$ cat config.mk
export PLATFORM = sky130hd
export DESIGN_NAME = mhu_cordic_cell
export DESIGN_NICKNAME = d
export VERILOG_FILES = /design/src/rtl/mhu_pkg.sv /design/src/rtl/mhu_cordic_cell.sv
export SDC_FILE = /design/constraint.sdc
export NUM_CORES = 1
export LEC_CHECK = 0
export BUFFER_PORTS_ARGS = -buffer_cell sky130_fd_sc_hd__buf_4
export CAP_MARGIN = 10
export CORE_MARGIN = 1.5
export CORE_UTILIZATION = 40
export CTS_CLUSTER_DIAMETER = 80
export DETAILED_ROUTE_END_ITERATION = 8
export GPL_ROUTABILITY_DRIVEN = 0
export PLACE_DENSITY = 0.59
export RECOVER_POWER = 25
export SYNTH_ARGS = -nofsm -noshare
export SYNTH_HDL_FRONTEND = slang
export SYNTH_SLANG_ARGS = --single-unit
$ cat constraint.sdc
create_clock -name clock -period 19.6 [get_ports clock]
set_input_delay 3.92 -clock clock [delete_from_list [all_inputs] [get_ports clock]]
set_output_delay 3.92 -clock clock [all_outputs]
set_load 0.01 [all_outputs]
$ cat src/rtl/mhu_pkg.sv
`timescale 1ns / 1ps
// Shared types, widths and the CORDIC angle table for the magnetometer heading unit.
// No dependencies; every other file in rtl/ refers to this package by scoped names.

package mhu_pkg;

   localparam int ANGLE_FRAC_BITS = 6;
   localparam int HEADING_BITS    = 9 + ANGLE_FRAC_BITS;
   localparam int FULL_TURN       = 360 << ANGLE_FRAC_BITS;
   localparam int CORDIC_STEPS    = 60;
   localparam int STEP_BITS       = $clog2(CORDIC_STEPS);
   localparam int TURN_BITS       = 62;
   localparam int DATA_BITS       = 64;
   localparam int NORM_TOP        = 58;
   localparam int HALF_SPLIT      = 31;
   localparam int PROD_BITS       = HALF_SPLIT + HEADING_BITS;

   localparam logic [63:0] ONE_Q60 = 64'd1 << 60;

   // sideband that rides along the pipeline next to the CORDIC vector
   typedef struct packed {
      logic               valid;
      logic               zero;
      logic signed [15:0] x_value;
      logic signed [15:0] y_value;
      logic signed [15:0] z_value;
   } side_type;

   typedef struct packed {
      side_type                        side;
      logic signed [DATA_BITS-1:0]     x;
      logic signed [DATA_BITS-1:0]     y;
      logic        [TURN_BITS-1:0]     z;
   } cordic_type;

   // shift-subtract long division, used only while building the angle table
   function automatic logic [63:0] udiv64(input logic [63:0] num, input logic [63:0] den);
      logic [64:0] rem;
      logic [63:0] quo;
      int          b;
      rem = '0;
      quo = '0;
      for (b = 63; b >= 0; b--) begin
         rem = {rem[63:0], num[b]};
         quo = {quo[62:0], 1'b0};
         if (rem >= {1'b0, den}) begin
            rem    = rem - {1'b0, den};
            quo[0] = 1'b1;
         end
      end
      return quo;
   endfunction

   // atan(1/n), 60 fraction bits, Gregory series
   function automatic logic [63:0] atan_inv_q60(input logic [63:0] n);
      logic [63:0] term;
      logic [63:0] sum;
      logic [63:0] d;
      logic        sub;
      term = udiv64(ONE_Q60, n);
      sum  = term;
      d    = 64'd1;
      sub  = 1'b1;
      while (term != 64'd0) begin
         term = udiv64(term, n * n);
         d    = d + 64'd2;
         if (sub) begin
            sum = sum - udiv64(term, d);
         end else begin
            sum = sum + udiv64(term, d);
         end
         sub = !sub;
      end
      return sum;
   endfunction

   // atan(2^-i), 60 fraction bits, i >= 1
   function automatic logic [63:0] atan_pow2_q60(input logic [63:0] i);
      logic [63:0] sum;
      logic [63:0] d;
      logic [63:0] sh;
      logic [63:0] t;
      logic        sub;
      sum = '0;
      d   = 64'd1;
      sh  = i;
      sub = 1'b0;
      while (sh < 64'd61) begin
         t = udiv64(ONE_Q60 >> sh, d);
         if (sub) begin
            sum = sum - t;
         end else begin
            sum = sum + t;
         end
         sub = !sub;
         d   = d + 64'd2;
         sh  = sh + 64'd2 * i;
      end
      return sum;
   endfunction

   // table entry for one step: atan(2^-i) in turns, 62 fraction bits, cut toward zero
   function automatic logic [TURN_BITS-1:0] turn_entry(input int i);
      logic [63:0] pi_q60;
      logic [63:0] r;
      logic [63:0] q;
      int          k;
      if (i == 0) begin
         return TURN_BITS'(64'd1 << 59);
      end
      pi_q60 = 64'd16 * atan_inv_q60(64'd5) - 64'd4 * atan_inv_q60(64'd239);
      r      = atan_pow2_q60(64'(i));
      q      = '0;
      for (k = 0; k < 61; k++) begin
         r = r << 1;
         q = q << 1;
         if (r >= pi_q60) begin
            r    = r - pi_q60;
            q[0] = 1'b1;
         end
      end
      return q[TURN_BITS-1:0];
   endfunction

endpackage

$ cat src/rtl/mhu_cordic_cell.sv
`timescale 1ns / 1ps
// One CORDIC vectoring step: conditional rotate by atan(2^-step), accumulate angle.
// Depends on mhu_pkg (cordic_type, widths).

module mhu_cordic_cell (
   input  logic                              clock,
   input  logic                              reset,
   input  logic [mhu_pkg::STEP_BITS-1:0]     step,
   input  logic [mhu_pkg::TURN_BITS-1:0]     angle,
   input  mhu_pkg::cordic_type               vec_in,
   output mhu_pkg::cordic_type               vec_out
);

   mhu_pkg::cordic_type             vec_in_next;
   mhu_pkg::cordic_type             vec_ff;
   logic signed [mhu_pkg::DATA_BITS-1:0] dx, dy;

   always_comb begin
      dx = vec_in.y >>> step;
      dy = vec_in.x >>> step;
      vec_in_next.side = vec_in.side;
      if (vec_in.y[mhu_pkg::DATA_BITS-1]) begin
         vec_in_next.x = vec_in.x - dx;
         vec_in_next.y = vec_in.y + dy;
         vec_in_next.z = vec_in.z - angle;
      end else begin
         vec_in_next.x = vec_in.x + dx;
         vec_in_next.y = vec_in.y - dy;
         vec_in_next.z = vec_in.z + angle;
      end
   end

   always_ff @(posedge clock) begin
      if (reset) begin
         vec_ff.side.valid <= 1'b0;
      end else begin
         vec_ff.side.valid <= vec_in_next.side.valid;
      end
      vec_ff.side.zero    <= vec_in_next.side.zero;
      vec_ff.side.x_value <= vec_in_next.side.x_value;
      vec_ff.side.y_value <= vec_in_next.side.y_value;
      vec_ff.side.z_value <= vec_in_next.side.z_value;
      vec_ff.x            <= vec_in_next.x;
      vec_ff.y            <= vec_in_next.y;
      vec_ff.z            <= vec_in_next.z;
   end

   assign vec_out = vec_ff;

endmodule

==> impl_metrics.json <==
{
  "routed_via_density": 6.41,
  "port_buffers": 549,
  "slew_violations": 0,
  "power.density_nw_per_um2": 81.3,
  "numCtsBuffers": 31,
  "ys_seq_area_share_pct": 15.3,
  "crit_buf_inv": 2,
  "fin_setup_tns_ns": 0,
  "fp.coreArea_um2": 77600,
  "wl_per_cell_um": 25.9,
  "drcViolationCount": 0,
  "multi_input_area_um2": 25200,
  "grt.total_usage_pct": 31.7,
  "dieArea_um2": 80100,
  "dp_cells": 5104,
  "critical_path.endpoint_type": "register",
  "drive_gt1_share_pct": 22.1,
  "yosys_warnings": 0,
  "leakage_nw": 15.5,
  "clk_pin_slew_ns": 0.06,
  "final_util_pct": 47.5,
  "crit_chain": "buf_6, buf_4, mux4_2, mux2_2, a32oi_1, a21oi_1, a211oi_1, nand3_1, nor3_1, and2_1, a21oi_1, xnor2_1, ha_1, nand2_1, o21a_1, o21ai_0, o211ai_1, a2111oi_0, o21ai_0, a21oi_1, o21ai_0, a2111oi_0, nor4_1, a2111o_1",
  "grt-ovfl-total": 0,
  "cpPeakStageDelay_ns": 1.06,
  "ys.flop_type": "dfxtp_1",
  "power_mw": 3.00,
  "grt_pass1_wl_um": 197000,
  "cp.required_ns": 20.13,
  "crit_family": "compound AO/OA/AOI/OAI gates",
  "synth_top_area_share_pct": 15.6,
  "tightestPinTransition_ns": 1.27,
  "grt_pass1_vias": 31300,
  "critPathMaxFanout": 105,
  "holdWs_ns": 3.39,
  "cts_resized": 0,
  "rows": 102,
  "synth_seq_cells": 240,
  "status": "finished clean",
  "dr.pass1.iters": 7,
  "pin_count": 550,
  "synth_most_common_cell": "a21oi_1",
  "start_kind": "primary input",
  "hp-start": "vec_in[201]",
  "ant_nets": 0,
  "finalSetupViolCount": 0,
  "areaGrowthSynthToFinish_pct": 17.5,
  "final_cell_count_no_fill": 5171,
  "hold_depth": 1,
  "synth.distinct_cells": 95,
  "fin_area_um2": 36900,
  "period_share_pct": 64.2,
  "cp_slowest_cell": "a2111oi_0",
  "first_iter_violations": 4038,
  "antenna_found_initial": 9,
  "avgSynthCellArea_um2": 8.47,
  "synth_area_um2": 31400,
  "syn_nets": 4221,
  "arrival_ns": 13.12,
  "grt_max_degree": 106,
  "setup_ws_ns": 7.01,
  "cts_tree": "built",
  "min_to": "vec_out[201]$_DFF_P_",
  "cts_setup_buffers": 0,
  "num-nets-final": 4615,
  "dpl_worst_slack_ns": 6.75,
  "vdd_drop_max_mv": 0.0751,
  "die_y_um": 283,
  "rsz0062_at_grt": "no",
  "hold_buffers": 0,
  "fmax_ghz": 0.0795,
  "dp.final_hpwl_um": 105000,
  "largest_register_ffs": 240,
  "min_path_type": "primary input to register",
  "cts.sinks": 240,
  "synth_top_cells_by_area": "mux4_2, dfxtp_1, ha_1",
  "path_class": "primary input to register",
  "regArea_um2": 4800,
  "synthArstFlopShare_pct": 0,
  "finalHoldViolCount": 0,
  "cts_buffer_depth": 3,
  "finalCriticalPeriod_ns": 12.59,
  "relSlewSlack_pct": 15.3,
  "initial_core_util_pct": 40.4,
  "synth_enable_flop_cells": 0,
  "synth_top_area_cell": "mux4_2",
  "placed_area_um2": 36000,
  "netlist_top_cells_count": "a21oi_1, nor2_1, nand2_1, dfxtp_1, mux4_2",
  "h-tree-depth": 1,
  "syn_inst": 3704,
  "die-width_um": 283,
  "vias": 33100,
  "cap_violations": 0,
  "wirelength_um": 134000,
  "cts_root_buf": "clkbuf_16",
  "fill_cells": 7759
}
-- power breakdown --
part	total [mW]	internal, mW	leakage (nW)	switching, mW
Combinational	1.68	0.711	12.9	0.965
Clock	0.618	0.373	0.536	0.244
Sequential	0.704	0.655	2.03	0.0489
Total	3.00	1.74	15.5	1.26
-- layout make-up --
class	instances	share of cell area, %
clock inverters	14	0.553
flip-flops and latches	240	13.0
repair buffers	576	11.1
well taps	1040	3.53
multi-input cells	3145	68.2
inverters	104	1.07
diodes	9	0.0611
clock buffers	43	2.44
-- metal layers --
| metal | track usage [%] | part of all wire, % | vias up |
|---|---|---|---|
| met5 | 0 | 0.0067 | - |
| met4 | 16.4 | 6.1 | 2 |
| met2 | 51.4 | 46 | 2050 |
| li1 | - | - | 14900 |
| met1 | 38.5 | 38 | 15700 |
| met3 | 8.25 | 11 | 448 |
-- cells in the final DEF (no fill, tap or decap), drive strengths merged, types with 31 or more instances in the layout --
cell type	synthesis	routed
buf	115	455
a21oi	337	337
nor2	308	308
nand2	276	276
dfxtp	240	240
mux4	217	217
xnor2	212	212
ha	204	204
o21ai	181	181
clkbuf	100	164
a21o	143	143
mux2i	131	131
inv	100	102
xor2	98	98
mux2	85	85
nor3	80	80
nand3	71	71
a31oi	58	58
nand4	48	48
nor2b	46	46
and2	45	45
o21a	42	42
a211oi	38	38
nand2b	33	33
o211ai	33	33
o21bai	31	31
-- how the worst max path moves through the flow --
stage,end,from,cells after the start,slack [ns]
after floorplan,vec_out[186]$_DFF_P_,step[0],29,9.16
after global placement,vec_out[186]$_DFF_P_,step[3],24,6.84
after detailed placement,vec_out[186]$_DFF_P_,step[3],24,6.75
after CTS,vec_out[186]$_DFF_P_,step[3],24,7.41
after global routing,vec_out[186]$_DFF_P_,step[3],22,6.55
final,vec_out[186]$_DFF_P_,step[3],24,7.01
-- cells by family after synthesis --
family	Yosys count	share of synthesized area (%)
flops	240	15.3
fa+ha+maj	207	8.33
xor+xnor	311	8.72
compound gates	1144	24.0
buf+inv	319	4.53
simple gates	1050	16.3
mux	433	22.8
Note: power is estimated with default switching activity, not from simulation.
