`src/rtl/mhu_pkg.sv`:
```
`timescale 1ns / 1ps
// Shared types, widths and the CORDIC angle table for the magnetometer heading unit.
// No dependencies; every other file in rtl/ refers to this package by scoped names.

package mhu_pkg;

   localparam int ANGLE_FRAC_BITS = 6;
   localparam int HEADING_BITS    = 9 + ANGLE_FRAC_BITS;
   localparam int FULL_TURN       = 360 << ANGLE_FRAC_BITS;
   localparam int CORDIC_STEPS    = 60;
   localparam int STEP_BITS       = $clog2(CORDIC_STEPS);
   localparam int TURN_BITS       = 62;
   localparam int DATA_BITS       = 64;
   localparam int NORM_TOP        = 58;
   localparam int HALF_SPLIT      = 31;
   localparam int PROD_BITS       = HALF_SPLIT + HEADING_BITS;

   localparam logic [63:0] ONE_Q60 = 64'd1 << 60;

   // sideband that rides along the pipeline next to the CORDIC vector
   typedef struct packed {
      logic               valid;
      logic               zero;
      logic signed [15:0] x_value;
      logic signed [15:0] y_value;
      logic signed [15:0] z_value;
   } side_type;

   typedef struct packed {
      side_type                        side;
      logic signed [DATA_BITS-1:0]     x;
      logic signed [DATA_BITS-1:0]     y;
      logic        [TURN_BITS-1:0]     z;
   } cordic_type;

   // shift-subtract long division, used only while building the angle table
   function automatic logic [63:0] udiv64(input logic [63:0] num, input logic [63:0] den);
      logic [64:0] rem;
      logic [63:0] quo;
      int          b;
      rem = '0;
      quo = '0;
      for (b = 63; b >= 0; b--) begin
         rem = {rem[63:0], num[b]};
         quo = {quo[62:0], 1'b0};
         if (rem >= {1'b0, den}) begin
            rem    = rem - {1'b0, den};
            quo[0] = 1'b1;
         end
      end
      return quo;
   endfunction

   // atan(1/n), 60 fraction bits, Gregory series
   function automatic logic [63:0] atan_inv_q60(input logic [63:0] n);
      logic [63:0] term;
      logic [63:0] sum;
      logic [63:0] d;
      logic        sub;
      term = udiv64(ONE_Q60, n);
      sum  = term;
      d    = 64'd1;
      sub  = 1'b1;
      while (term != 64'd0) begin
         term = udiv64(term, n * n);
         d    = d + 64'd2;
         if (sub) begin
            sum = sum - udiv64(term, d);
         end else begin
            sum = sum + udiv64(term, d);
         end
         sub = !sub;
      end
      return sum;
   endfunction

   // atan(2^-i), 60 fraction bits, i >= 1
   function automatic logic [63:0] atan_pow2_q60(input logic [63:0] i);
      logic [63:0] sum;
      logic [63:0] d;
      logic [63:0] sh;
      logic [63:0] t;
      logic        sub;
      sum = '0;
      d   = 64'd1;
      sh  = i;
      sub = 1'b0;
      while (sh < 64'd61) begin
         t = udiv64(ONE_Q60 >> sh, d);
         if (sub) begin
            sum = sum - t;
         end else begin
            sum = sum + t;
         end
         sub = !sub;
         d   = d + 64'd2;
         sh  = sh + 64'd2 * i;
      end
      return sum;
   endfunction

   // table entry for one step: atan(2^-i) in turns, 62 fraction bits, cut toward zero
   function automatic logic [TURN_BITS-1:0] turn_entry(input int i);
      logic [63:0] pi_q60;
      logic [63:0] r;
      logic [63:0] q;
      int          k;
      if (i == 0) begin
         return TURN_BITS'(64'd1 << 59);
      end
      pi_q60 = 64'd16 * atan_inv_q60(64'd5) - 64'd4 * atan_inv_q60(64'd239);
      r      = atan_pow2_q60(64'(i));
      q      = '0;
      for (k = 0; k < 61; k++) begin
         r = r << 1;
         q = q << 1;
         if (r >= pi_q60) begin
            r    = r - pi_q60;
            q[0] = 1'b1;
         end
      end
      return q[TURN_BITS-1:0];
   endfunction

endpackage

```
`src/rtl/mhu_prep.sv`:
```
`timescale 1ns / 1ps
// Front end: assemble the axis words, fold into the right half plane, normalize.
// Depends on mhu_pkg (side_type, cordic_type, widths).

module mhu_prep (
   input  logic                 clock,
   input  logic                 reset,
   input  logic                 in_valid,
   input  logic [7:0]           x_low_byte,
   input  logic [7:0]           x_high_byte,
   input  logic [7:0]           y_low_byte,
   input  logic [7:0]           y_high_byte,
   input  logic [7:0]           z_low_byte,
   input  logic [7:0]           z_high_byte,
   output mhu_pkg::cordic_type  vec_out
);

   // stage one: fold
   mhu_pkg::side_type  side1_in, side1_ff;
   logic signed [16:0] px1_in, px1_ff;
   logic signed [16:0] py1_in, py1_ff;
   logic [16:0]        mag1_in, mag1_ff;
   logic               half1_in, half1_ff;

   logic signed [15:0] xs, ys;
   logic signed [16:0] px0, py0, ap;

   always_comb begin
      xs  = $signed({x_high_byte, x_low_byte});
      ys  = $signed({y_high_byte, y_low_byte});
      px0 = 17'(ys);
      py0 = 17'(xs);
      half1_in = ys[15];
      px1_in   = half1_in ? -px0 : px0;
      py1_in   = half1_in ? -py0 : py0;
      ap       = py1_in[16] ? -py1_in : py1_in;
      mag1_in  = (px1_in > ap) ? px1_in : ap;
      side1_in.valid   = in_valid;
      side1_in.zero    = (xs == 16'sd0) && (ys == 16'sd0);
      side1_in.x_value = xs;
      side1_in.y_value = ys;
      side1_in.z_value = $signed({z_high_byte, z_low_byte});
   end

   always_ff @(posedge clock) begin
      if (reset) begin
         side1_ff.valid <= 1'b0;
      end else begin
         side1_ff.valid <= side1_in.valid;
      end
      side1_ff.zero    <= side1_in.zero;
      side1_ff.x_value <= side1_in.x_value;
      side1_ff.y_value <= side1_in.y_value;
      side1_ff.z_value <= side1_in.z_value;
      px1_ff           <= px1_in;
      py1_ff           <= py1_in;
      mag1_ff          <= mag1_in;
      half1_ff         <= half1_in;
   end

   // stage two: find the leading one and shift it up to bit 58
   mhu_pkg::cordic_type vec2_in, vec2_ff;
   logic [4:0]          lead;
   logic [5:0]          shamt;
   logic [63:0]         pxe, pye;

   always_comb begin
      lead = '0;
      for (int b = 0; b < 17; b++) begin
         if (mag1_ff[b]) begin
            lead = 5'(b);
         end
      end
      shamt = 6'(mhu_pkg::NORM_TOP) - 6'(lead);
      pxe   = {{47{px1_ff[16]}}, px1_ff};
      pye   = {{47{py1_ff[16]}}, py1_ff};
      vec2_in.side = side1_ff;
      vec2_in.x    = $signed(pxe << shamt);
      vec2_in.y    = $signed(pye << shamt);
      vec2_in.z    = half1_ff ? (mhu_pkg::TURN_BITS'(1) << (mhu_pkg::TURN_BITS - 1))
                              : '0;
   end

   always_ff @(posedge clock) begin
      if (reset) begin
         vec2_ff.side.valid <= 1'b0;
      end else begin
         vec2_ff.side.valid <= vec2_in.side.valid;
      end
      vec2_ff.side.zero    <= vec2_in.side.zero;
      vec2_ff.side.x_value <= vec2_in.side.x_value;
      vec2_ff.side.y_value <= vec2_in.side.y_value;
      vec2_ff.side.z_value <= vec2_in.side.z_value;
      vec2_ff.x            <= vec2_in.x;
      vec2_ff.y            <= vec2_in.y;
      vec2_ff.z            <= vec2_in.z;
   end

   assign vec_out = vec2_ff;

endmodule

```
`config.mk`:
```
export PLATFORM = sky130hd
export DESIGN_NAME = mhu_prep
export DESIGN_NICKNAME = d
export VERILOG_FILES = /design/src/rtl/mhu_pkg.sv /design/src/rtl/mhu_prep.sv
export SDC_FILE = /design/constraint.sdc
export NUM_CORES = 1
export LEC_CHECK = 0
export ABC_AREA = 0
export BUFFER_PORTS_ARGS = -buffer_cell sky130_fd_sc_hd__buf_2
export CORE_AREA = 3 3 153 155
export CTS_CLUSTER_DIAMETER = 60
export DETAILED_ROUTE_END_ITERATION = 12
export DIE_AREA = 0 0 156 158
export PLACE_DENSITY = 0.84
export SKIP_LAST_GASP = 1
export SYNTH_ARGS = -nofsm -noshare
export SYNTH_HDL_FRONTEND = slang
export SYNTH_SLANG_ARGS = --single-unit
```
`constraint.sdc`:
```
create_clock -name clock -period 4.8 [get_ports clock]
set_input_delay 0.96 -clock clock [delete_from_list [all_inputs] [get_ports clock]]
set_output_delay 0.96 -clock clock [all_outputs]
set_load 0.005 [all_outputs]
```
==> results of run 1 <==
[placed cells by master, fill, tap and decap left out, types with 30 or more instances in the layout]
cell type,Yosys,routed
dfxtp_1,276,276
buf_4,63,36
nand2_1,57,57
inv_1,32,32
conb_1,2,137
o21ai_0,46,46
buf_2,8,229
nor2_1,58,57
mux2i_1,82,82
a21oi_1,31,30
[logic make-up (layout without fill, tap and decap cells)]
group / Yosys count / after routing / share of synthesized area (%)
adder cells (fa/ha/maj): 21 / 21 / 2.53
other: 2 / 137 / 0.0723
flip-flops: 276 / 276 / 53.2
buffers and inverters: 137 / 349 / 7.46
AO/OA/AOI/OAI: 203 / 203 / 13.1
XOR/XNOR: 40 / 40 / 3.37
AND/OR/NAND/NOR: 204 / 204 / 9.33
multiplexers: 103 / 103 / 10.9
[area by class of cell]
cell class | count | area [um^2] | share of cell area, %
inverter | 34 | 128 | 0.988
clock buffer | 36 | 749 | 5.80
sequential | 276 | 5530 | 42.8
tap | 280 | 350 | 2.71
timing repair buffer | 267 | 1460 | 11.3
clock inverter | 12 | 97.6 | 0.756
multi-input combinational | 708 | 4610 | 35.7
[how the worst max path moves through the flow]
stage                       start           to  slack, ns  depth (start not counted)
global route        x_low_byte[0]   mag1_ff[5]       0.05                         20
detailed placement  x_low_byte[0]   mag1_ff[1]      -0.05                         20
finish              x_low_byte[0]   mag1_ff[1]       0.43                         20
global placement    x_low_byte[3]   mag1_ff[1]       0.10                         17
floorplan           x_low_byte[7]  mag1_ff[10]       0.06                         16
CTS                 x_low_byte[0]   mag1_ff[1]       0.45                         20
[where the power goes]
part | switching [mW] | internal [mW]
sequential | 0.130 | 2.62
clock | 0.852 | 1.11
combinational | 1.13 | 0.813
[critical path, delay by kind of cell]
kind	cells	cell delay, ns
AOI/OAI and AO/OA	6	1.20
xor gates and xnor gates	2	0.41
muxes	1	0.12
buffers and inverters	4	0.58
adders and majority gates	2	0.56
and+or+nand+nor	5	0.92
[stage by stage]
step / util, % / cells / setup WS [ns] / hold WS, ns / area [um^2]
after floorplan: - / 1121 / 0.0567 / 0.310 / 10900
after global placement: 54.9 / 1565 / 0.102 / 0.310 / 12100
after detailed placement: 54.9 / 1565 / -0.0488 / 0.312 / 12100
after CTS: 58.8 / 1613 / 0.446 / 0.324 / 12900
after global routing: 58.8 / 1613 / 0.0506 / 0.328 / 12900
final: 58.8 / 1613 / 0.429 / 0.320 / 12900
[registers in the layout, summed over array words and instances, names as in the netlist]
signal    cells
px1_ff       17
vec_out     178
half1_ff      1
mag1_ff      16
py1_ff       17
side1_ff     47
[routing by layer]
layer	part of all wire, %	up-vias
met5	0	-
met4	1.8	0
met3	9.1	47
met2	46	414
met1	43	3754
li1	-	3951
==> results by group, run 1 <==
Die
  – Chip Width: around 160 um
  – IO Pins: around 290
  – Initial Util: 47.3%
  – Chip height: 158 um
  – Row cnt: 54
  – Core Region: approximately 22000 um^2
  – Die area: 24600 um^2

Worst setup path
  – Crit path DAT: roughly 4.8 ns
  – WP data required: roughly 5.2 ns
  – Worst Setup End Kind: flop
  – Critical-path top delay cell: nor4_1
  – CP Class: in -> reg
  – Worst path cell trace: buf_2 > inv_1 > ha_1 > nor2b_1 > a21bo_2 > xor2_1 > nand3_1 > nor4_1 > buf_4 > nor2_1 > xnor2_1 > ha_1 > a21o_1 > a21o_1 > a2111oi_0 > o21ai_0 > nand3_1 > o21ai_1 > buf_12 > mux2i_1
  – Worst Reg-to-Reg Cells: 12
  – FF-to-FF setup slack: approximately 0.84 ns
  – Reg2reg start: mag1_ff[12]
  – Worst-path maximum fanout: 10
  – Crit path largest cell delay: 0.40 ns
  – Crit start category: primary input
  – Reg2reg end: vec_out[180]

Timing
  – Finish-stage setup viols: 0
  – Max Fclk: roughly 230 MHz
  – Clock skew: approximately 0.022 ns
  – Final cycle utilization of the critical path: slightly above 90%
  – Max-slew headroom: ~34%
  – Fin crit period: 4.37 ns
  – Pins over their slew limit: 0
  – Actual slew at the worst max-slew pin: between 0.9 and 1 ns
  – RSZ-0062 raised after global routing: no
  – Final setup TNS: 0 ns
  – Hold Vio Cnt, Final: 0

Clocking
  – Post_cts resized: 0
  – Post-CTS Repair Setup Buffers: 0
  – H-tree depth: 1
  – Hold buffer count at CTS: 0
  – Clock root cell: clkbuf_16
  – CTS tree: done
  – CTS Buffer Depth: 3
  – Num CTS Buffers: 27
  – TritonCTS sink count: around 280
  – Clk Latency, worst-skew pair: ~0.54 ns
  – Clk slew on worst S/H paths: around 0.060 ns

Routing
  – Drc violations: 0
  – Vias post-DR: around 8000
  – Post-route ant nets: 0
  – TritonRoute pass-1 iters: 7
  – Post-DR vias/cell: around 5.1
  – Routed WL per cell: approximately 16 um
  – Drt total wl: approximately 26000 um
  – Initial DRC count: about 740

Cells and area
  – Nets: around 1400
  – ANT cells: 0
  – P&R area growth vs syn: 24.2%
  – Share of layout cells above drive strength 1: between 20 and 30%
  – Fill count: about 1900

Synth
  – Synth Flop Type: dfxtp_1
  – Seq/Total Area, Yosys: a little over half
  – Count leader, synth: dfxtp_1
  – Synthesized flop and latch total: 276
  – Yosys cell types: 69
  – Top-area cell type share of the netlist area: between 50% and 60%
  – Synth top area cells: dfxtp_1, mux2i_1, buf_4
  – Async set-reset flop share out of synthesis: 0%
  – Avg Cell Area, Syn: approximately 11 um^2
  – Synth top cells by count: dfxtp_1, mux2i_1, buf_4
  – Syn Inst Count: between 900 and 1000
  – Mapped cell area: just over 10000 um^2
  – Synth area leader: dfxtp_1
  – Post-synth EDFFs: 0
  – Yosys warnings: 0

Run
  – MaxCap Viol Count: 0

Outcome
  – Status: finished clean

Global routing
  – Initial antenna violation count: 0
  – Vias in the first global route: 7654
  – GRT busiest layer: met2
  – Routing usage on met1: 26.6%
  – All-Layer GR Usage: ~20%
  – Pin count of the biggest net entering global routing: 44
  – Grt met2 use: between 30 and 40%
  – Grt ovf: 0
  – GR Layer Usage met3: between 4 and 5%
  – First-pass GRT wire length: just over 40000 um

Power and ir drop
  – Total leakage power: approximately 6.1 nW
  – Max IR drop VDD: about 0.34 mV
  – Power, Total: approximately 6.7 mW
  – Pwr dens: roughly 520 nW/um^2

Worst hold path
  – Hold Crit Start: side1_ff[43]
  – Worst hold stages: 0
  – Worst Hold Class: reg -> reg
  – End of the worst hold path: vec_out[233]

Placed design
  – Final Wtd Congestion: 0.931
  – Number of port buffers: approximately 230
  – Final HPWL DP: ~20000 um
Power figures use the tool's default switching activity.
==> inputs of run 2 (changes only) <==
- CORE_AREA: 3 3 153 155 -> 2 2 152 154
- DIE_AREA: 0 0 156 158 -> 0 0 154 156
==> results by group, run 2 (synthesis results as in run 1) <==
Outcome
  – Status: finished clean

Worst setup path
  – Worst Setup SP: x_low_byte[1]
  – CP Class: in -> reg
  – Reg2reg start: mag1_ff[14]
  – Worst Setup End Kind: flop
  – Crit path DAT: 4.99 ns (+0.22 ns)
  – WP data required: 5.23 ns (+0.03 ns)
  – Worst-path maximum fanout: 6 (-4)
  – Crit start category: primary input

Clocking
  – CTS Buffer Depth: 3 (unchanged)
  – Post-CTS Repair Setup Buffers: 0 (unchanged)
  – TritonCTS sink count: 276 (unchanged)
  – Clock root cell: clkbuf_16
  – Clk Latency, worst-skew pair: 0.56 ns (+0.02 ns)
  – Num CTS Buffers: 29 (+7.4%)
  – Hold buffer count at CTS: 0 (unchanged)
  – CTS tree: done
  – Clk slew on worst S/H paths: 0.06 ns (about the same)
  – H-tree depth: 1 (unchanged)

Cells and area
  – Commonest non-fill, non-tap cells in the layout: dfxtp_1, buf_2, conb_1
  – ANT cells: 0 (unchanged)
  – Nets: 1388 (+0.14%)
  – Finished Cell Area: 13100 um^2 (+1.5%)
  – FF+latch area: 5530 um^2 (unchanged)
  – Fill count: 1876 (+1.1%)
  – Non-filler cells, final: 1624 (+0.68%)
  – Max reg flops: 178 (unchanged)
  – P&R area growth vs syn: 26.1%
  – Share of layout cells above drive strength 1: 26.6% (+0.63 points)
  – Multi-input gate area: 4610 um^2 (+0.14%)
  – Commonest non-fill, non-tap cell in the layout: dfxtp_1
  – Fin util: 58.6% (-0.21 points)

Global routing
  – Pin count of the biggest net entering global routing: 44 (unchanged)
  – Grt ovf: 0 (unchanged)
  – First-pass GRT wire length: 40300 um (-0.61%)
  – GR Layer Usage met3: 4.36% (-0.29 points)
  – GRT busiest layer: met2
  – All-Layer GR Usage: 20.8% (+0.65 points)
  – Initial antenna violation count: 0 (unchanged)
  – Vias in the first global route: 7739 (+1.1%)
  – Grt met2 use: 35.2% (+1.2 points)
  – Routing usage on met1: 26.7% (+0.086 points)

Die
  – Core Region: 22400 um^2 (+1.9%)
  – Initial Util: 46.5% (-0.86 points)
  – Chip Width: 154 um (-1.3%)
  – Chip height: 156 um (-1.3%)
  – Die area: 24000 um^2 (-2.5%)
  – Row cnt: 55 (+1.9%)
  – IO Pins: 291 (unchanged)

Power and ir drop
  – Comb power frac: 27.3% (-1.9 points)
  – Clock share of power: 33.7% (+4.2 points)
  – Internal Power: 4.86 mW (+6.7%)
  – Power, Total: 7.06 mW (+5.9%)
  – Flop pwr share: 39.0% (-2.3 points)
  – Sw power: 2.20 mW (+4.2%)
  – Total leakage power: 6.19 nW (+1.4%)
  – Switching Share: 31.2% (-0.51 points)
  – Max IR drop VDD: 0.300 mV (-11%)
  – Pwr dens: 539 nW/um^2 (+4.4%)

Timing
  – Max-slew headroom: 26.3% (-7.2 points)
  – Final cycle utilization of the critical path: 95.1% (+4.0 points)
  – Actual slew at the worst max-slew pin: 1.10 ns (+0.101 ns)
  – Clock skew: 0.00898 ns (-0.0129 ns)
  – Hold Vio Cnt, Final: 0 (unchanged)
  – Pins over their slew limit: 0 (unchanged)
  – Fin crit period: 4.56 ns (+0.192 ns)
  – Finish-stage setup viols: 0 (unchanged)
  – Final setup TNS: 0 ns (unchanged)
  – Max Fclk: 219 MHz (-4.2%)
  – Hold Slack: 0.318 ns (-0.00229 ns)
  – PnR worst setup slack: 0.237 ns (-0.192 ns)

Placed design
  – Placed Area: 12000 um^2 (-0.15%)
  – Final HPWL DP: 19900 um (-0.67%)
  – Final Wtd Congestion: 0.919 (-1.3%)
  – Number of port buffers: 229 (unchanged)
  – Worst slack at placement: -0.242 ns (-0.193 ns)
  – Placed instance count: 1570 (+0.32%)

Routing
  – TritonRoute pass-1 iters: 6 (-1)
  – Drt total wl: 26300 um (+0.56%)
  – Post-route ant nets: 0 (unchanged)
  – Routed WL per cell: 16.2 um (-0.12%)
  – Post-DR vias/cell: 5.08 (+0.30%)
  – Drc violations: 0 (unchanged)
  – Initial DRC count: 682 (-8.0%)
  – Vias post-DR: 8246 (+0.98%)

Worst hold path
  – Hold Crit Start: side1_ff[45]
  – Worst Hold Class: reg -> reg

Run
  – MaxCap Viol Count: 0 (unchanged)
run 2: cell types whose count changed in the layout (fill, tap and decap cells not counted), moves of 2 or more:
cell | previous run | this run
clkbuf_8 | 4 | 2
clkbuf_1 | 5 | 2
clkbuf_16 | 27 | 29
buf_12 | 2 | 0
buf_4 | 36 | 38
bufinv_16 | 0 | 5
inv_6 | 2 | 4
clkinv_8 | 0 | 2
inv_8 | 2 | 0
run 2: cell type report:
type | instances | share of cell area [%]
Sequential cell | 276 | 42.2
Multi-Input combinational cell | 708 | 35.2
Timing Repair Buffer | 267 | 10.9
Clock buffer | 33 | 5.80
Tap cell | 285 | 2.72
Clock inverter | 21 | 2.22
Inverter | 34 | 0.974
run 2: per-layer routing:
metal	vias to the layer above	share of wire (%)
li1	3965	-
met1	3788	42
met3	64	8.3
met2	429	47
met4	0	3.2
met5	-	0
run 2: path summary, 6_finish.rpt:
kind                   to  slack [ns]  depth (start not counted)
min reg2reg  vec_out[235]        0.32                          0
max reg2reg  vec_out[103]        0.81                         15
min          vec_out[235]        0.32                          0
max           mag1_ff[12]        0.24                         18
run 2: repair_timing:
action	in CTS	in global routing
endpoints found under the setup margin	0	13
hold endpoints to repair	0	0
resized for setup	0	1
run 2: power by group through the flow:
stage / logic (mW) / registers [mW] / clock network, mW
2_1_floorplan: 1.23 / 2.81 / 0
3_3_place_gp: 1.84 / 2.79 / 0
3_5_place_dp: 1.87 / 2.80 / 0
4_1_cts: 1.88 / 2.75 / 2.44
5_1_grt: 2.08 / 2.78 / 2.52
6_report: 1.93 / 2.75 / 2.38
run 2: critical path, stage by stage:
cell and delay [ns]:
buf_2 0.13, inv_1 0.07, ha_1 0.21, nor2b_1 0.27
a21bo_2 0.19, xor2_1 0.19, nand3_1 0.16, nor4_1 0.46
a41oi_1 0.23, xnor2_1 0.27, ha_1 0.30, a211o_1 0.29
a2111oi_0 0.41, o21ai_0 0.19, nand3_1 0.12, o21ai_1 0.18
buf_4 0.23, mux2i_1 0.13
