File: src/rtl/mhu_pkg.sv
`timescale 1ns / 1ps
// Shared types, widths and the CORDIC angle table for the magnetometer heading unit.
// No dependencies; every other file in rtl/ refers to this package by scoped names.

package mhu_pkg;

   localparam int ANGLE_FRAC_BITS = 6;
   localparam int HEADING_BITS    = 9 + ANGLE_FRAC_BITS;
   localparam int FULL_TURN       = 360 << ANGLE_FRAC_BITS;
   localparam int CORDIC_STEPS    = 60;
   localparam int STEP_BITS       = $clog2(CORDIC_STEPS);
   localparam int TURN_BITS       = 62;
   localparam int DATA_BITS       = 64;
   localparam int NORM_TOP        = 58;
   localparam int HALF_SPLIT      = 31;
   localparam int PROD_BITS       = HALF_SPLIT + HEADING_BITS;

   localparam logic [63:0] ONE_Q60 = 64'd1 << 60;

   // sideband that rides along the pipeline next to the CORDIC vector
   typedef struct packed {
      logic               valid;
      logic               zero;
      logic signed [15:0] x_value;
      logic signed [15:0] y_value;
      logic signed [15:0] z_value;
   } side_type;

   typedef struct packed {
      side_type                        side;
      logic signed [DATA_BITS-1:0]     x;
      logic signed [DATA_BITS-1:0]     y;
      logic        [TURN_BITS-1:0]     z;
   } cordic_type;

   // shift-subtract long division, used only while building the angle table
   function automatic logic [63:0] udiv64(input logic [63:0] num, input logic [63:0] den);
      logic [64:0] rem;
      logic [63:0] quo;
      int          b;
      rem = '0;
      quo = '0;
      for (b = 63; b >= 0; b--) begin
         rem = {rem[63:0], num[b]};
         quo = {quo[62:0], 1'b0};
         if (rem >= {1'b0, den}) begin
            rem    = rem - {1'b0, den};
            quo[0] = 1'b1;
         end
      end
      return quo;
   endfunction

   // atan(1/n), 60 fraction bits, Gregory series
   function automatic logic [63:0] atan_inv_q60(input logic [63:0] n);
      logic [63:0] term;
      logic [63:0] sum;
      logic [63:0] d;
      logic        sub;
      term = udiv64(ONE_Q60, n);
      sum  = term;
      d    = 64'd1;
      sub  = 1'b1;
      while (term != 64'd0) begin
         term = udiv64(term, n * n);
         d    = d + 64'd2;
         if (sub) begin
            sum = sum - udiv64(term, d);
         end else begin
            sum = sum + udiv64(term, d);
         end
         sub = !sub;
      end
      return sum;
   endfunction

   // atan(2^-i), 60 fraction bits, i >= 1
   function automatic logic [63:0] atan_pow2_q60(input logic [63:0] i);
      logic [63:0] sum;
      logic [63:0] d;
      logic [63:0] sh;
      logic [63:0] t;
      logic        sub;
      sum = '0;
      d   = 64'd1;
      sh  = i;
      sub = 1'b0;
      while (sh < 64'd61) begin
         t = udiv64(ONE_Q60 >> sh, d);
         if (sub) begin
            sum = sum - t;
         end else begin
            sum = sum + t;
         end
         sub = !sub;
         d   = d + 64'd2;
         sh  = sh + 64'd2 * i;
      end
      return sum;
   endfunction

   // table entry for one step: atan(2^-i) in turns, 62 fraction bits, cut toward zero
   function automatic logic [TURN_BITS-1:0] turn_entry(input int i);
      logic [63:0] pi_q60;
      logic [63:0] r;
      logic [63:0] q;
      int          k;
      if (i == 0) begin
         return TURN_BITS'(64'd1 << 59);
      end
      pi_q60 = 64'd16 * atan_inv_q60(64'd5) - 64'd4 * atan_inv_q60(64'd239);
      r      = atan_pow2_q60(64'(i));
      q      = '0;
      for (k = 0; k < 61; k++) begin
         r = r << 1;
         q = q << 1;
         if (r >= pi_q60) begin
            r    = r - pi_q60;
            q[0] = 1'b1;
         end
      end
      return q[TURN_BITS-1:0];
   endfunction

endpackage

File: src/rtl/mhu_scale.sv
`timescale 1ns / 1ps
// Back end: scale the angle in turns to 1/64 degree units, round, wrap a full turn to 0; a zero vector gives 0.
// Depends on mhu_pkg (cordic_type, side_type, widths).

module mhu_scale (
   input  logic                                clock,
   input  logic                                reset,
   input  mhu_pkg::cordic_type                 vec_in,
   output mhu_pkg::side_type                   side_out,
   output logic [mhu_pkg::HEADING_BITS-1:0]    heading
);

   localparam logic [mhu_pkg::HEADING_BITS-1:0] FULL =
      mhu_pkg::HEADING_BITS'(mhu_pkg::FULL_TURN);

   // stage one: two narrow partial products
   mhu_pkg::side_type              side_a_ff;
   logic [mhu_pkg::PROD_BITS-1:0]  phi_ff, plo_ff;
   logic [mhu_pkg::PROD_BITS-1:0]  phi_in, plo_in;

   always_comb begin
      phi_in = mhu_pkg::PROD_BITS'(vec_in.z[mhu_pkg::TURN_BITS-1:mhu_pkg::HALF_SPLIT])
               * mhu_pkg::PROD_BITS'(FULL);
      plo_in = mhu_pkg::PROD_BITS'(vec_in.z[mhu_pkg::HALF_SPLIT-1:0])
               * mhu_pkg::PROD_BITS'(FULL);
   end

   always_ff @(posedge clock) begin
      if (reset) begin
         side_a_ff.valid <= 1'b0;
      end else begin
         side_a_ff.valid <= vec_in.side.valid;
      end
      side_a_ff.zero    <= vec_in.side.zero;
      side_a_ff.x_value <= vec_in.side.x_value;
      side_a_ff.y_value <= vec_in.side.y_value;
      side_a_ff.z_value <= vec_in.side.z_value;
      phi_ff            <= phi_in;
      plo_ff            <= plo_in;
   end

   // stage two: combine, add half an LSB, wrap
   mhu_pkg::side_type                 side_b_ff;
   logic [mhu_pkg::HEADING_BITS-1:0]  heading_ff, heading_in;
   logic [mhu_pkg::PROD_BITS:0]       total;
   logic [mhu_pkg::PROD_BITS-mhu_pkg::HALF_SPLIT:0] rounded;

   always_comb begin
      total   = {1'b0, phi_ff}
              + (mhu_pkg::PROD_BITS+1)'(plo_ff >> mhu_pkg::HALF_SPLIT)
              + ((mhu_pkg::PROD_BITS+1)'(1) << (mhu_pkg::HALF_SPLIT - 1));
      rounded = total[mhu_pkg::PROD_BITS:mhu_pkg::HALF_SPLIT];
      if (side_a_ff.zero || (rounded >= {1'b0, FULL})) begin
         heading_in = '0;
      end else begin
         heading_in = rounded[mhu_pkg::HEADING_BITS-1:0];
      end
   end

   always_ff @(posedge clock) begin
      if (reset) begin
         side_b_ff.valid <= 1'b0;
      end else begin
         side_b_ff.valid <= side_a_ff.valid;
      end
      side_b_ff.zero    <= side_a_ff.zero;
      side_b_ff.x_value <= side_a_ff.x_value;
      side_b_ff.y_value <= side_a_ff.y_value;
      side_b_ff.z_value <= side_a_ff.z_value;
      heading_ff        <= heading_in;
   end

   assign side_out = side_b_ff;
   assign heading  = heading_ff;

endmodule

File: config.mk
export PLATFORM = sky130hd
export DESIGN_NAME = mhu_scale
export DESIGN_NICKNAME = d
export VERILOG_FILES = /design/src/rtl/mhu_pkg.sv /design/src/rtl/mhu_scale.sv
export SDC_FILE = /design/constraint.sdc
export NUM_CORES = 1
export LEC_CHECK = 0
export BUFFER_PORTS_ARGS = -buffer_cell sky130_fd_sc_hd__buf_4
export CORE_MARGIN = 2
export CORE_UTILIZATION = 54
export CTS_BUF_LIST = sky130_fd_sc_hd__clkbuf_8
export CTS_CLUSTER_DIAMETER = 120
export DETAILED_ROUTE_END_ITERATION = 10
export PLACE_DENSITY = 0.79
export REMOVE_ABC_BUFFERS = 1
export SLEW_MARGIN = 20
export SYNTH_ARGS = -nofsm -noshare
export SYNTH_HDL_FRONTEND = slang
export SYNTH_SLANG_ARGS = --single-unit
File: constraint.sdc
create_clock -name clock -period 6.1 [get_ports clock]
set_clock_uncertainty 0.15 [all_clocks]
set_input_delay 1.22 -clock clock [delete_from_list [all_inputs] [get_ports clock]]
set_output_delay 1.22 -clock clock [all_outputs]
set_load 0.02 [all_outputs]
==> results_tabular.tex, run 1 <==
\begin{tabular}{lr}
\hline
Metric & Value \\
\hline
\multicolumn{2}{l}{\textbf{Status}} \\
Run status & completed \\
\multicolumn{2}{l}{\textbf{Critical path}} \\
Required time worst endpoint & 6.33 ns \\
Critical path peak fanout & 7 \\
Signal arrival time at the worst endpoint & 5.28 ns \\
Critical path launch point type & input port \\
Maximum single-stage delay on the critical path & 0.52 ns \\
Cell with the biggest individual delay on the critical path & fa\_1 \\
Start-to-end type of the worst setup path & in2reg \\
Kind of end point of the critical path & register \\
Number of cells traversed by the worst register-to-register path & 10 \\
Ordered cell list for the critical path & buf\_4 -> ha\_1 -> inv\_1 -> fa\_1 -> fa\_1 -> inv\_1 -> ha\_1 -> a21oi\_2 -> o211ai\_1 -> a221oi\_2 -> o22ai\_2 -> a211oi\_4 -> nor3\_2 -> or4\_1 -> o2111ai\_1 \\
Reg2Reg Setup Slack & 3.53 ns \\
\multicolumn{2}{l}{\textbf{Route}} \\
Number of nets with antenna violations after routing & 0 \\
Detailed Routing Iterations Pass 1 & 5 \\
Avg Vias per Cell & between 4 and 5 \\
Mean routed wirelength per cell & $\sim$13 um \\
Drt total wl & 18480 um \\
DRC Markers & 0 \\
Via count & 6938 \\
Iteration-0 DRC Markers & 190 \\
\multicolumn{2}{l}{\textbf{STA}} \\
Unrepaired setup endpoints after global routing & no \\
Setup WS post-layout & 1.046 ns \\
Timing-limited maximum frequency & 197.9 MHz \\
Final Max Tran Viols & 0 \\
Minimum period implied by the final worst setup slack & 5.054 ns \\
Worst-case headroom to the max-slew limit & 49.52\% \\
Final setup viols & 0 \\
Transition time of the tightest slew-check pin & between 0.7 and 0.8 ns \\
Part of the cycle the worst path needs & around 83\% \\
Number of endpoints with negative hold slack in the final report & 0 \\
Aggregate negative setup slack & 0 ns \\
\multicolumn{2}{l}{\textbf{Global routing}} \\
Largest net degree at the start of global routing & 20 \\
Vias in the first global route & 7109 \\
Number of antenna violations at the first check in global routing & 0 \\
Met1 Resource Use GR & 22.41\% \\
Total congestion overflow & 0 \\
GR Util met2 & 36.12\% \\
Peak-usage layer in the global routing report & met2 \\
Overall routing resource usage & 19.42\% \\
Wire length of the first global-routing pass & between 30000 and 40000 um \\
Met3 Use GR & under 10\% \\
\multicolumn{2}{l}{\textbf{Clocking}} \\
H-tree levels & 4 \\
Clk\_lat worst skew & 0.46 ns \\
Clock root buffer master & clkbuf\_8 \\
Number of CTS-inserted buffers & 17 \\
Max Root-Sink Buffers & 2 \\
Clock input transition at the sequential cells of the worst setup and hold paths & 0.10 ns \\
Number of cells upsized or downsized after cts & 0 \\
Clock sink count & 158 \\
Clock tree from TritonCTS & built \\
CTS hold repair buffers & 0 \\
Number of buffers added for setup after CTS & 0 \\
\multicolumn{2}{l}{\textbf{Finish}} \\
Post-route cell area & between 10000 and 15000 um\^{}2 \\
Nets & 1673 \\
Layout area overhead & 20.13\% \\
Fin util & 65.50\% \\
Layout cells sized above 1 & 18.69\% \\
Count of fill cells added during filler insertion & 1509 \\
Antenna diode count & 0 \\
\multicolumn{2}{l}{\textbf{Synth}} \\
Count of warnings emitted by yosys & 0 \\
Leading cell type by number of instances after synthesis & inv\_1 \\
Area share of the largest cell type after synthesis & between 30 and 40\% \\
Post-synth top cells & inv\_1, dfxtp\_1, ha\_1 \\
Gate Count Post-Synth & slightly below 1k \\
Number of enable-type register cells in the synthesized netlist & 0 \\
Post-synthesis instance area & about 10000 um\^{}2 \\
Fraction of the yosys area taken by sequential cells & 31.22\% \\
Total of flip-flops plus latches after synthesis & 158 \\
Biggest area consumer among synthesized cells & dfxtp\_1 \\
Post-synthesis average cell area & 10.34 um\^{}2 \\
Largest cells by area after synthesis & dfxtp\_1, fa\_1, ha\_1 \\
Asr flop ratio synth & 0\% \\
Main synth FF type & dfxtp\_1 \\
Synth cell types & 56 \\
\multicolumn{2}{l}{\textbf{Floorplanning}} \\
Number of core rows & 50 \\
Die Span Y & 141.0 um \\
Starting density of the core & 54.53\% \\
Area of the core region & roughly 19000 um\^{}2 \\
Area enclosed by the die boundary & between 15000 and 20000 um\^{}2 \\
Chip width & 141.0 um \\
Count of boundary I/O pins & roughly 310 \\
\multicolumn{2}{l}{\textbf{Worst hold path}} \\
Type of the tightest min-delay check & reg2reg \\
Worst hold path cell count & 0 \\
\multicolumn{2}{l}{\textbf{Pwr}} \\
Total power divided by cell area & 347.9 nW/um\^{}2 \\
Leakage power & 6.247 nW \\
Overall power consumption & between 4 and 5 mW \\
Maximum VDD drop & between 0.15 and 0.2 mV \\
\multicolumn{2}{l}{\textbf{Placement}} \\
DP HPWL & approximately 16000 um \\
Final Wtd Congestion & 0.8652 \\
Area of placed instances & 11750 um\^{}2 \\
Worst slack, placed & 0.5845 ns \\
Quantity of I/O buffers inserted on ports & 178 \\
\multicolumn{2}{l}{\textbf{Flow run}} \\
Number of maximum-capacitance constraint violations & 0 \\
\hline
\end{tabular}
## worst max-delay path: cells and delay by family
kind	cells	cell delay (ns)
adders and majority gates	4	1.69
and+or+nand+nor	2	0.59
buffers and inverters	3	0.26
AOI/OAI and AO/OA	6	1.52
## registers in the layout, indices dropped and copies added, names as in the netlist
register	cells
heading	15
plo_ff	6
phi_ff	37
side_out	50
side_a_ff	50
## power by group
group          total (mW)  leakage [nW]  switching, mW  internal [mW]
combinational        2.10          4.71           1.15          0.950
clock               0.779         0.208          0.460          0.319
sequential           1.36          1.33          0.105           1.25
## logic make-up after synthesis
| group | synth area share [%] |
|---|---|
| AO/OA/AOI/OAI | 8.312 |
| buffers and inverters | 9.448 |
| XOR/XNOR | 3.804 |
| adder cells (fa/ha/maj) | 39.84 |
| flip-flops | 31.22 |
| AND/OR/NAND/NOR | 7.373 |
## routing by layer
metal	share of wire, %	vias to the layer above	wire length (um)
met4	1.7	0	318
met2	53	142	9741
met1	42	3257	7800
li1	-	3516	-
met3	3.4	23	621
met5	0	-	0
## stage by stage
step / hold slack (ns) / cells
global route: 0.1823 / 1422
finish: 0.1753 / 1422
floorplan: 0.1596 / 977
CTS: 0.1791 / 1422
global placement: 0.1595 / 1390
detailed placement: 0.1621 / 1390
## final cells by class
class | count | area, um^2 | area share [%]
clock inverters | 15 | 187.7 | 1.542
clock buffers | 17 | 234.0 | 1.922
repair buffers | 179 | 1344 | 11.04
well taps | 234 | 292.8 | 2.406
inverters | 250 | 938.4 | 7.711
flip-flops and latches | 158 | 3163 | 25.99
multi-input cells | 569 | 6011 | 49.39
## path summary, 6_finish.rpt
path | end | from
max | phi_ff[42] | vec_in[38]
min | side_out[14] | side_a_ff[14]
max reg2reg | heading[2] | phi_ff[10]
min reg2reg | side_out[14] | side_a_ff[14]
## cell usage in the layout (no fill, tap or decap), types with 3 or more instances in the layout
cell type / instances
o31ai_1: 4
nand2_1: 26
fa_1: 111
o21ai_1: 11
nor3_1: 17
a21o_1: 14
nand3_1: 13
xor2_1: 8
xnor2_1: 36
o21bai_1: 7
nor4_1: 6
nor2_1: 36
buf_4: 179
nand4_1: 11
nand2b_1: 6
clkinv_8: 5
clkbuf_8: 17
ha_1: 145
dfxtp_1: 158
o21ai_0: 11
a2111oi_0: 3
and3_1: 6
nor2b_1: 9
o21a_1: 9
or2_2: 3
inv_1: 248
a211oi_1: 4
inv_8: 5
a31oi_1: 4
a21oi_1: 34
o311ai_1: 3
Power figures use the tool's default switching activity.
==> run 2, diff against run 1 <==
CORE_UTILIZATION = 49   (was 54)
PLACE_DENSITY = 0.76   (was 0.79)
clock period = 4.3 ns   (was 6.1 ns; I/O delays follow)
==> run 2 against run 1 <==
  * Clock power up 40%
  * Sequential power is 42% higher
  * Utilization grew 1.2 points
  * Combinational power up 76%
  * Via count rose by 8.8%
  * Count of clock-buffer cells in the layout unchanged
  * Sequential share of layout area is 2.5 points lower
  * Die area grew 9.9%
  * Hold slack improved by 0.0011 ns
  * First-iteration DRC count is 31% higher
==> results_tabular.tex, run 2 (synthesis results as in run 1) <==
\begin{tabular}{lr}
\hline
Metric & Value \\
\hline
\multicolumn{2}{l}{\textbf{Global routing}} \\
Wire length of the first global-routing pass & 33720 um \\
Vias in the first global route & 7936 \\
Number of antenna violations at the first check in global routing & 1 \\
Largest net degree at the start of global routing & 20 \\
Overall routing resource usage & 19.10\% \\
Total congestion overflow & 0 \\
\multicolumn{2}{l}{\textbf{Floorplanning}} \\
Starting density of the core & 50.07\% \\
Area of the core region & 20230 um\^{}2 \\
Count of boundary I/O pins & 307 \\
Number of core rows & 52 \\
Area enclosed by the die boundary & 21840 um\^{}2 \\
Chip width & 147.8 um \\
Die Span Y & around 150 um \\
\multicolumn{2}{l}{\textbf{Pwr}} \\
Leakage power & 6.957 nW \\
Overall power consumption & 6.718 mW \\
Int Pwr & 4.084 mW \\
Clock power frac & 16.2\% \\
Comb pwr share & 55.1\% \\
Net switching share of the total power & 39.21\% \\
Maximum VDD drop & 0.2340 mV \\
Total power divided by cell area & about 500 nW/um\^{}2 \\
Switching power & 2.634 mW \\
Flop pwr share & roughly 29\% \\
\multicolumn{2}{l}{\textbf{STA}} \\
Final Max Tran Viols & 0 \\
Final setup viols & 0 \\
Part of the cycle the worst path needs & 98.23\% \\
Number of endpoints with negative hold slack in the final report & 0 \\
Transition time of the tightest slew-check pin & 0.4957 ns \\
Worst-case headroom to the max-slew limit & roughly two thirds \\
Worst Hold Margin & 0.1765 ns \\
Minimum period implied by the final worst setup slack & 4.224 ns \\
Unrepaired setup endpoints after global routing & yes \\
Timing-limited maximum frequency & about 240 MHz \\
\multicolumn{2}{l}{\textbf{Route}} \\
Number of nets with antenna violations after routing & 0 \\
Mean routed wirelength per cell & 12.72 um \\
Avg Vias per Cell & 4.702 \\
Drt total wl & around 20000 um \\
Via count & 7551 \\
Iteration-0 DRC Markers & 248 \\
DRC Markers & 0 \\
Detailed Routing Iterations Pass 1 & 4 \\
\multicolumn{2}{l}{\textbf{Clocking}} \\
Clock root buffer master & clkbuf\_8 \\
Clock tree from TritonCTS & built \\
Clock sink count & 158 \\
H-tree levels & 4 \\
Clk\_lat worst skew & about 0.45 ns \\
Clock input transition at the sequential cells of the worst setup and hold paths & $\sim$0.1 ns \\
Number of CTS-inserted buffers & 17 \\
CTS hold repair buffers & 0 \\
Max Root-Sink Buffers & 2 \\
\multicolumn{2}{l}{\textbf{Finish}} \\
Most common library cell in the layout ignoring fill and taps & buf\_4 \\
Highest-count cells in the layout ignoring fill and taps & buf\_4, inv\_1, dfxtp\_1 \\
Fin util & 66.68\% \\
Layout cells sized above 1 & 29.89\% \\
Post-layout instance count excluding filler cells & 1606 \\
Nets & 1820 \\
Count of fill cells added during filler insertion & 1558 \\
Layout area overhead & 33.17\% \\
\multicolumn{2}{l}{\textbf{Critical path}} \\
Required time worst endpoint & $\sim$4.5 ns \\
Critical path launch point type & input port \\
Worst reg2reg path endpoint & heading[0] \\
Start-to-end type of the worst setup path & in2reg \\
Signal arrival time at the worst endpoint & 4.39 ns \\
Kind of end point of the critical path & register \\
Reg2Reg Setup Slack & between 1.5 and 2 ns \\
Number of cells traversed by the worst register-to-register path & 10 \\
Critical path peak fanout & 3 \\
Start of the worst register-to-register path & phi\_ff[10] \\
\multicolumn{2}{l}{\textbf{Placement}} \\
Quantity of I/O buffers inserted on ports & 178 \\
Dpl cells & 1570 \\
Final Wtd Congestion & just under 0.8 \\
DP HPWL & 17670 um \\
\multicolumn{2}{l}{\textbf{Worst hold path}} \\
Worst hold path cell count & 0 \\
Worst Hold Path EP & side\_out[25] \\
Type of the tightest min-delay check & reg2reg \\
Startpoint of the most critical hold path & side\_a\_ff[25] \\
\multicolumn{2}{l}{\textbf{Flow run}} \\
Number of maximum-capacitance constraint violations & 0 \\
\multicolumn{2}{l}{\textbf{Status}} \\
Run status & completed \\
\hline
\end{tabular}
-- run 2: cell count changes in the layout (fill, tap and decap cells not counted), sizes merged --
cell	change
buf	+147
inv	+1
diode	+1
clkinv	-1
-- run 2: timing repair --
action,CTS,global route
endpoints found under the setup margin,4,11
gates resized for setup,4,34
buffers inserted,0,3
pin swaps,3,27
-- run 2: routing by layer --
metal  up-vias  wire, um  track usage [%]
li1       3827         -                -
met1      3531      8187            21.13
met2       158     11140            36.81
met3        35       644            3.086
met4         0       449            6.587
met5         -         0                0
-- run 2: critical path, stage by stage --
cell and delay, ns:
buf_4 0.12, ha_1 0.31, inv_1 0.07, fa_1 0.51, fa_1 0.53, inv_1 0.08
ha_4 0.26, nand2_2 0.07, o211ai_1 0.15, a221oi_4 0.41, o22ai_4 0.14, a211oi_4 0.31
nor3_2 0.08, buf_4 0.14, o311ai_2 0.20, o2111ai_1 0.14
-- run 2: worst max path at each step --
stage                     startpoint         end  slack (ns)
after floorplan           vec_in[36]  phi_ff[42]       -0.33
after global placement    vec_in[40]  phi_ff[42]       -0.49
after detailed placement  vec_in[40]  phi_ff[42]       -0.59
after CTS                 vec_in[38]  phi_ff[42]       -0.01
after global routing      vec_in[36]  phi_ff[40]       -0.07
final                     vec_in[33]  phi_ff[42]        0.08
-- run 2: layout make-up --
cell class              count  area (um^2)  share of cell area, %
multi-input cells         569         6182                  45.82
flip-flops and latches    158         3163                  23.44
repair buffers            326         2451                  18.17
inverters                 250        938.4                  6.955
clock inverters            15        182.7                  1.354
well taps                 270        337.8                  2.504
diodes                      1        2.502                0.01855
clock buffers              17        234.0                  1.734
-- run 2: power by group through the flow --
stage          Combinational [mW]  Sequential [mW]  Clock, mW
2_1_floorplan                2.17             2.01          0
3_3_place_gp                 3.39             1.95          0
3_5_place_dp                 3.52             1.96          0
4_1_cts                      3.56             1.92       1.12
5_1_grt                      4.17             1.95       1.18
6_report                     3.70             1.93       1.09
-- run 2: per-stage QoR --
step                cell area (um^2)  setup TNS (ns)  worst slack (ns)
floorplan                      10110         -0.7247           -0.3342
global placement               12870          -5.899           -0.4937
detailed placement             12870          -7.213           -0.5864
CTS                            13300        -0.01253          -0.01253
global route                   13490         -0.1387          -0.06988
finish                         13490               0           0.07616
==> run 3, diff against run 2 <==
RECOVER_POWER = 25   (was unset)
==> run 3 against run 2 <==
  * Hold slack did not move
  * Die area did not move
  * Critical path depth did not move
  * Worst setup slack barely moved
  * Highest routed layer unchanged
  * First-iteration DRC count rose by 2.4%
  * Global-route usage did not move
==> results_tabular.tex, run 3 (synthesis results as in run 1) <==
\begin{tabular}{lr}
\hline
Metric & Value \\
\hline
\multicolumn{2}{l}{\textbf{Status}} \\
Run status & completed \\
\multicolumn{2}{l}{\textbf{STA}} \\
Aggregate negative setup slack & 0 ns \\
Final setup viols & 0 \\
Final Max Tran Viols & 0 \\
Setup WS post-layout & 0.07605 ns \\
Number of endpoints with negative hold slack in the final report & 0 \\
Part of the cycle the worst path needs & 98.23\% \\
Timing-limited maximum frequency & 236.7 MHz \\
Minimum period implied by the final worst setup slack & 4.224 ns \\
Worst-case headroom to the max-slew limit & 66.65\% \\
Unrepaired setup endpoints after global routing & yes \\
Transition time of the tightest slew-check pin & approximately 0.50 ns \\
\multicolumn{2}{l}{\textbf{Clocking}} \\
Clock tree from TritonCTS & built \\
H-tree levels & 4 \\
CTS hold repair buffers & 0 \\
Clk\_lat worst skew & 0.45 ns \\
Number of CTS-inserted buffers & 17 \\
Clock root buffer master & clkbuf\_8 \\
Max Root-Sink Buffers & 2 \\
Clock sink count & $\sim$160 \\
Clock input transition at the sequential cells of the worst setup and hold paths & 0.10 ns \\
\multicolumn{2}{l}{\textbf{Finish}} \\
Layout cells sized above 1 & 29.89\% \\
Nets & 1820 \\
Flip-flop and latch area & 3163 um\^{}2 \\
Count of fill cells added during filler insertion & 1558 \\
Layout area overhead & 33.17\% \\
Highest-count cells in the layout ignoring fill and taps & buf\_4, inv\_1, dfxtp\_1 \\
Most common library cell in the layout ignoring fill and taps & buf\_4 \\
Post-route cell area & 13490 um\^{}2 \\
Combined area of the multi-input logic cells & 6182 um\^{}2 \\
\multicolumn{2}{l}{\textbf{Pwr}} \\
Leakage power & between 6 and 7 nW \\
Overall power consumption & between 6 and 7 mW \\
Flop pwr share & 28.7\% \\
Maximum VDD drop & $\sim$0.23 mV \\
Int Pwr & 4.084 mW \\
Total power divided by cell area & 498.0 nW/um\^{}2 \\
Comb pwr share & 55.1\% \\
Switching power & roughly 2.6 mW \\
Clock power frac & 16.2\% \\
Net switching share of the total power & 39.23\% \\
\multicolumn{2}{l}{\textbf{Critical path}} \\
Required time worst endpoint & 4.47 ns \\
Critical path peak fanout & 3 \\
Reg2Reg Setup Slack & 1.68 ns \\
Start of the worst register-to-register path & phi\_ff[10] \\
Number of cells traversed by the worst register-to-register path & 10 \\
Worst reg2reg path endpoint & heading[0] \\
Critical path launch point type & input port \\
Start-to-end type of the worst setup path & in2reg \\
Kind of end point of the critical path & register \\
Signal arrival time at the worst endpoint & 4.39 ns \\
\multicolumn{2}{l}{\textbf{Global routing}} \\
Number of antenna violations at the first check in global routing & 1 \\
Vias in the first global route & approximately 7.9k \\
Largest net degree at the start of global routing & 20 \\
Overall routing resource usage & 19.10\% \\
Wire length of the first global-routing pass & roughly 34000 um \\
Total congestion overflow & 0 \\
\multicolumn{2}{l}{\textbf{Flow run}} \\
Number of maximum-capacitance constraint violations & 0 \\
\multicolumn{2}{l}{\textbf{Floorplanning}} \\
Starting density of the core & 50.07\% \\
Die Span Y & 147.8 um \\
Number of core rows & 52 \\
Area of the core region & 20230 um\^{}2 \\
Count of boundary I/O pins & approximately 300 \\
Chip width & 147.8 um \\
Area enclosed by the die boundary & 21840 um\^{}2 \\
\multicolumn{2}{l}{\textbf{Route}} \\
Via count & around 7.6k \\
Avg Vias per Cell & 4.706 \\
Detailed Routing Iterations Pass 1 & 4 \\
Iteration-0 DRC Markers & 254 \\
Drt total wl & 20430 um \\
Number of nets with antenna violations after routing & 0 \\
Mean routed wirelength per cell & 12.72 um \\
DRC Markers & 0 \\
\multicolumn{2}{l}{\textbf{Worst hold path}} \\
Worst Hold Path EP & side\_out[25] \\
Startpoint of the most critical hold path & side\_a\_ff[25] \\
Worst hold path cell count & 0 \\
Type of the tightest min-delay check & reg2reg \\
\multicolumn{2}{l}{\textbf{Placement}} \\
Final Wtd Congestion & between 0.7 and 0.8 \\
Worst slack, placed & -0.5864 ns \\
Quantity of I/O buffers inserted on ports & roughly 180 \\
Area of placed instances & $\sim$13000 um\^{}2 \\
DP HPWL & 17670 um \\
\hline
\end{tabular}
==> run 3: cell count changes in the layout (fill, tap and decap cells not counted), sizes merged <==
cell,change
buf,-5
clkbuf,+5
==> run 3: worst max-delay path, stage by stage <==
cell and delay (ns):
buf_4 0.12, ha_1 0.31, inv_1 0.07, fa_1 0.51, fa_1 0.53, inv_1 0.08, ha_4 0.26, nand2_2 0.07
o211ai_1 0.15, a221oi_4 0.41, o22ai_4 0.14, a211oi_4 0.31, nor3_2 0.08, buf_4 0.14, o311ai_2 0.20, o2111ai_1 0.14
==> run 3: routing by layer <==
layer  GRT usage, %  up-vias  part of all wire, %
met3          3.086       35                  3.1
met5              0        -                    0
met1          21.13     3537                   40
met4          6.587        0                  2.2
li1               -     3826                    -
met2          36.81      160                   55
==> run 3: final cells by class <==
| type | count | share of cell area [%] |
|---|---|---|
| antenna | 1 | 0.01855 |
| clock buffer | 17 | 1.734 |
| clock inverter | 15 | 1.354 |
| tap | 270 | 2.504 |
| inverter | 250 | 6.955 |
| multi-input combinational | 569 | 45.82 |
| timing repair buffer | 326 | 18.17 |
| sequential | 158 | 23.44 |
==> run 3: worst max path at each step <==
| stage | from | to | slack (ns) |
|---|---|---|---|
| detailed placement | vec_in[40] | phi_ff[42] | -0.59 |
| finish | vec_in[33] | phi_ff[42] | 0.08 |
| CTS | vec_in[38] | phi_ff[42] | -0.01 |
| floorplan | vec_in[36] | phi_ff[42] | -0.33 |
| global route | vec_in[36] | phi_ff[40] | -0.07 |
| global placement | vec_in[40] | phi_ff[42] | -0.49 |
==> run 3: per-stage QoR <==
step	cells	hold slack (ns)	utilization, %
floorplan	977	0.1596	-
global placement	1570	0.1596	63.63
detailed placement	1570	0.1621	63.63
CTS	1602	0.1790	65.75
global route	1606	0.1795	66.68
finish	1606	0.1765	66.68
==> run 3: power by group through the flow <==
stage | registers (mW) | logic [mW] | clock network [mW]
after CTS | 1.92 | 3.56 | 1.12
final | 1.93 | 3.70 | 1.09
after detailed placement | 1.96 | 3.52 | 0
after global routing | 1.95 | 4.17 | 1.18
after global placement | 1.95 | 3.39 | 0
after floorplan | 2.01 | 2.17 | 0
==> run 3: what timing repair did <==
action,in CTS,in global routing
setup endpoints to repair,4,11
pin swaps,3,27
cloned,0,0
buffers inserted,0,3
gates resized for setup,4,34
